### config.mk
export PLATFORM = sky130hd
export DESIGN_NAME = ree_div
export DESIGN_NICKNAME = d
export VERILOG_FILES = /design/src/rtl/ree_div.sv
export SDC_FILE = /design/constraint.sdc
export NUM_CORES = 2
export LEC_CHECK = 0
export BUFFER_PORTS_ARGS = -buffer_cell sky130_fd_sc_hd__buf_2
export CAP_MARGIN = 15
export CORE_MARGIN = 2
export CORE_UTILIZATION = 60
export CTS_CLUSTER_SIZE = 12
export DETAILED_ROUTE_END_ITERATION = 16
export PLACE_DENSITY = 0.84
export SLEW_MARGIN = 0
export SYNTH_ARGS = -nofsm -noshare
export SYNTH_HDL_FRONTEND = slang
export SYNTH_SLANG_ARGS = --single-unit
export TNS_END_PERCENT = 100
### constraint.sdc
create_clock -name clk -period 4.9 [get_ports clk]
set_clock_uncertainty 0.05 [all_clocks]
set_input_delay 0.98 -clock clk [delete_from_list [all_inputs] [get_ports clk]]
set_output_delay 0.98 -clock clk [all_outputs]
set_load 0.01 [all_outputs]
### src/rtl/ree_div.sv
// ree_div: pipelined restoring divider, one quotient bit per stage
// standalone; requires NW-QB <= DW
`default_nettype none

module ree_div #(
  parameter int NW = 59,
  parameter int DW = 28,
  parameter int QB = 31
) (
  input  wire logic          clk,
  input  wire logic          en,
  input  wire logic [NW-1:0] num,
  input  wire logic [DW-1:0] den,
  output logic      [QB-1:0] quo,
  output logic      [DW-1:0] rem,
  output logic      [DW-1:0] den_o,
  output logic               ovf
);

  logic [DW-1:0] r_q  [0:QB];
  logic [QB-1:0] q_q  [0:QB];
  logic [QB-1:0] lo_q [0:QB];
  logic [DW-1:0] d_q  [0:QB];
  logic          ov_q [0:QB];

  // first stage: upper dividend bits and quotient overflow check
  always_ff @(posedge clk) begin
    if (en) begin
      r_q[0]  <= DW'(num[NW-1:QB]);
      lo_q[0] <= num[QB-1:0];
      d_q[0]  <= den;
      ov_q[0] <= (DW'(num[NW-1:QB]) >= den);
      q_q[0]  <= '0;
    end
  end

  // one shift-compare-subtract per stage
  for (genvar j = 1; j <= QB; j++) begin : g_step
    logic [DW:0] t;
    logic [DW:0] diff;
    logic        ge;

    always_comb begin
      t    = {r_q[j-1], lo_q[j-1][QB-j]};
      diff = t - {1'b0, d_q[j-1]};
      ge   = (t >= {1'b0, d_q[j-1]});
    end

    always_ff @(posedge clk) begin
      if (en) begin
        r_q[j]  <= ge ? diff[DW-1:0] : t[DW-1:0];
        q_q[j]  <= {q_q[j-1][QB-2:0], ge};
        lo_q[j] <= lo_q[j-1];
        d_q[j]  <= d_q[j-1];
        ov_q[j] <= ov_q[j-1];
      end
    end
  end

  assign quo   = q_q[QB];
  assign rem   = r_q[QB];
  assign den_o = d_q[QB];
  assign ovf   = ov_q[QB];

endmodule

`default_nettype wire

* Yosys cells after proc, flatten, opt, wreduce, memory -nomap -nowiden
Memory sizes are Yosys's and may differ from the RTL's.
Cells that the tools add are included.
** Word-level totals
- Register bits after elaboration :: 0
- RAM bits :: 3808
- Output and inout bits :: 88
- Logic and storage cells :: 101
- Memories :: 5
** Memories
- lo_q :: words 32, bits a word 31, rd ports 31, clocked after memory_dff 0, write ports 32, RTL line 22 : logic [QB-1:0] lo_q [0:QB];
- q_q :: words 32, bits a word 31, rd ports 32, clocked after memory_dff 0, write ports 32, RTL line 21 : logic [QB-1:0] q_q [0:QB];
- d_q :: words 32, bits a word 28, rd ports 32, clocked after memory_dff 0, write ports 32, RTL line 23 : logic [DW-1:0] d_q [0:QB];
- r_q :: words 32, bits a word 28, rd ports 32, clocked after memory_dff 0, write ports 32, RTL line 20 : logic [DW-1:0] r_q [0:QB];
- ov_q :: words 32, bits a word 1, rd ports 32, clocked after memory_dff 0, write ports 32, RTL line 24 : logic ov_q [0:QB];
** Cells by class
- Add/sub/neg operators :: 31
- Order comparisons :: 32
- Muxes and demuxes :: 33
** Operators by type and width (count)
- 29-bit by 28-bit greater-or-equal comparator with 1-bit output :: 31
- 28-bit 2-to-1 mux :: 31
- 28-bit subtractor :: 31
- 28-bit greater-or-equal comparator :: 1
- 1-bit 2-to-1 mux :: 2

* Longest topological paths before layout
- Depth in word-level cells :: 2
- Depth in mapped cells :: 15
- Gate-level depth less buffers :: 13

* Least setup slack after synthesis
Ideal clock, no wire load.
- Path type :: register -> register
- Start :: mem d_q[23][1]
- End :: mem r_q[24][20] (data pin)
- Arrival time :: 3103 ps
- Required time :: 4588 ps
- Path slack :: 1485 ps
- Cell stages (with the launch flop) :: 15
- Cells stage by stage :: edfxtp_1 > inv_1 > ha_1 > nor2b_1 > o31a_1 > or4_4 > a31oi_4 > o31ai_2 > a211oi_2 > o31ai_1 > a21oi_1 > o21a_1 > buf_4 > buf_6 > mux2_1
** RTL lines (RTL line)
- from (decl) :: 23
- to (decl) :: 20

==> out/results.ini <==
[run_status]
status=completed

[global_route]
grt_antenna_before_repair=7
grt_pass1_wl_mm=499
grt_pass1_vias=88299
grtUsageTotal=0.268
grt_overflow=0
grt_start_max_net_pins=131

[min_path]
min_from=den[1]
min_to=d_q[0][1]$_DFFE_PP_
hold_depth=1
min_path_type=input pin to flip-flop

[clocking]
cts_repair_resize_count=0
insertion_delay_ns=0.94
cts_made_buffers=317
cts_setup_buffers=0
clockBufferDepth=4
cts_tree=built
h-tree-depth=5
ctsHoldBuffers=0
cts.sinks=2816
cts.clk_slew.worst_paths_ns=0.06
root_buffer=clkbuf_16

[setup_path]
reg2reg_slack_ns=0.61
cp_data_required_time_ns=5.49
r2r-start=r_q[16][17]$_DFFE_PP_
critPathLaunchType=flip-flop
crit_type=flip-flop to flip-flop
regToRegEndpoint=r_q[17][4]$_DFFE_PP_
path_max_fanout=28
cp.arrival_ns=4.88
worst_setup_path_end_kind=flip-flop
reg2reg_depth=12

[drt]
ant_nets=0
dr.pass1.iters=6
viasPerCell=6.00
via_count=88933
routed_wl_mm=323
drc=0
wl_per_cell_um=21.8
drt_iter0_drc=8057

[logic_synthesis]
syn_inst=11127
synth.cell_area_um2=141000
yosys.area.top_type=edfxtp_1
synth_edf_count=2816
async_reset_ff_frac=0
synth.distinct_cells=108
syn_nets=12143
ys_seq_elements=2816
synth-main-ff-cell=edfxtp_1
yosys_warnings=0
synth_area_leaders=edfxtp_1, ha_1, inv_1
yosysSeqAreaShare=0.601
synth_top_area_share=0.601
avgSynthCellArea_um2=12.7

[sta]
setup_viol=0
slew-limit-headroom=0.249
worst_slew_pin_slew_ns=1.12
finalSetupTns_ns=0
slew_violations=0
period_share=0.875
fin_crit_ns=4.29
hold_viol=0
timing.fmax_mhz=233
rsz0062_at_grt=false

[power]
leakage_uw=0.0622
ir_drop_uv=529
total_power_uw=104000
p_per_area_nw_per_um2=668

[layout]
multi_input_area_um2=50900
final_layout_size_suffix_gt1_frac=0.106
fillCellCount=16652
area_growth_pct=10.2
register_area_um2=84600
fin_util=0.666
layout.nets=12540

[place]
port_buffers=176
gp_congestion=0.930
hpwl_mm=237

[floorplanning]
ioPinCount=177
initial_core_util=0.604
fp.dieArea_um2=239000
die_w_um=488
core_um2=233000
fp-row-count=177
dieHeight_um=488

[run]
maxCapViolCount=0

registers in the layout, indices dropped and copies added (netlist names):
name	count
d_q	896
lo_q	496
ov_q	32
q_q	496
r_q	896
per-stage QoR:
step / cell area (um^2) / hold slack (ns) / setup WS, ns / std cells
2_1_floorplan: 141000 / 0.350 / 1.49 / 11127
3_3_place_gp: 146000 / 0.350 / 0.819 / 14335
3_5_place_dp: 146000 / 0.355 / 0.739 / 14335
4_1_cts: 155000 / 0.110 / 0.667 / 14813
5_1_grt: 155000 / 0.124 / 0.373 / 14816
6_report: 155000 / 0.175 / 0.614 / 14816
routing by layer:
layer | up-vias | global-route usage | part of all wire
li1 | 41961 | - | -
met3 | 797 | 0.0320 | 0.050
met5 | - | 0 | 0.000028
met4 | 2 | 0.110 | 0.044
met1 | 43260 | 0.351 | 0.42
met2 | 2913 | 0.456 | 0.49
power by group:
group	switching, uW	leakage (uW)	internal, uW
sequential	3720	0.0275	34500
combinational	24600	0.0302	19400
clock	9070	0.00444	12400
total	37400	0.0622	66200
cells in the mapped netlist, types with 103 or more instances:
library cell,number
nand2_1,648
a21oi_1,788
o21a_1,120
nand2b_1,103
nor3_1,143
edfxtp_1,2816
nor2_1,550
o21ai_0,607
nand3_1,167
inv_1,1159
clkbuf_1,116
mux2_2,370
xnor2_1,439
xor2_1,252
nand4_1,122
ha_1,896
a21o_1,421
nor2b_1,110
cell usage in the layout (no fill, tap or decap), types with 103 or more instances in the layout:
master	count
nand4_1	122
buf_2	175
xnor2_1	439
inv_1	1159
ha_1	896
nand3_1	167
mux2_2	370
nand2_1	648
o21a_1	120
o21ai_0	605
nand2b_1	103
a21oi_1	785
nor2_1	549
xor2_1	252
nor3_1	143
a21o_1	421
edfxtp_1	2816
clkbuf_16	320
nor2b_1	110
cell families after synthesis:
kind of cell	synth area share
flops	0.601
compound gates	0.122
simple gates	0.0735
buf+inv	0.0390
fa+ha+maj	0.0840
xor+xnor	0.0430
mux	0.0375
how the worst max path moves through the flow:
stage	start	end	slack, ns	depth (start not counted)
6_report	r_q[16][17]$_DFFE_PP_	r_q[17][4]$_DFFE_PP_	0.61	12
5_1_grt	d_q[29][1]$_DFFE_PP_	r_q[30][13]$_DFFE_PP_	0.37	13
4_1_cts	d_q[14][1]$_DFFE_PP_	r_q[15][7]$_DFFE_PP_	0.67	12
3_5_place_dp	d_q[14][1]$_DFFE_PP_	r_q[15][7]$_DFFE_PP_	0.74	12
3_3_place_gp	d_q[14][1]$_DFFE_PP_	r_q[15][7]$_DFFE_PP_	0.82	12
2_1_floorplan	d_q[23][1]$_DFFE_PP_	r_q[24][20]$_DFFE_PP_	1.49	14
final cells by class:
| cell class | instances | area share |
|---|---|---|
| Clock inverter | 120 | 0.00588 |
| Inverter | 1160 | 0.0281 |
| Antenna cell | 1 | 0.0000161 |
| Multi-Input combinational cell | 6931 | 0.328 |
| Timing Repair Buffer | 298 | 0.0147 |
| Sequential cell | 2816 | 0.545 |
| Clock buffer | 358 | 0.0525 |
| Tap cell | 3132 | 0.0253 |
critical path, stage by stage, from the launching register on:
cell and delay (ns):
edfxtp_1 0.42, ha_1 0.41, nand4_1 0.15, nor3_1 0.56
nand4_1 0.17, nor4_1 0.84, o21a_1 0.18, o21ai_0 0.14
nand2b_1 0.17, a31oi_4 0.05, o21ai_4 0.17, buf_12 0.25
mux2_2 0.38
No activity file was read; power rests on OpenSTA's default activity.
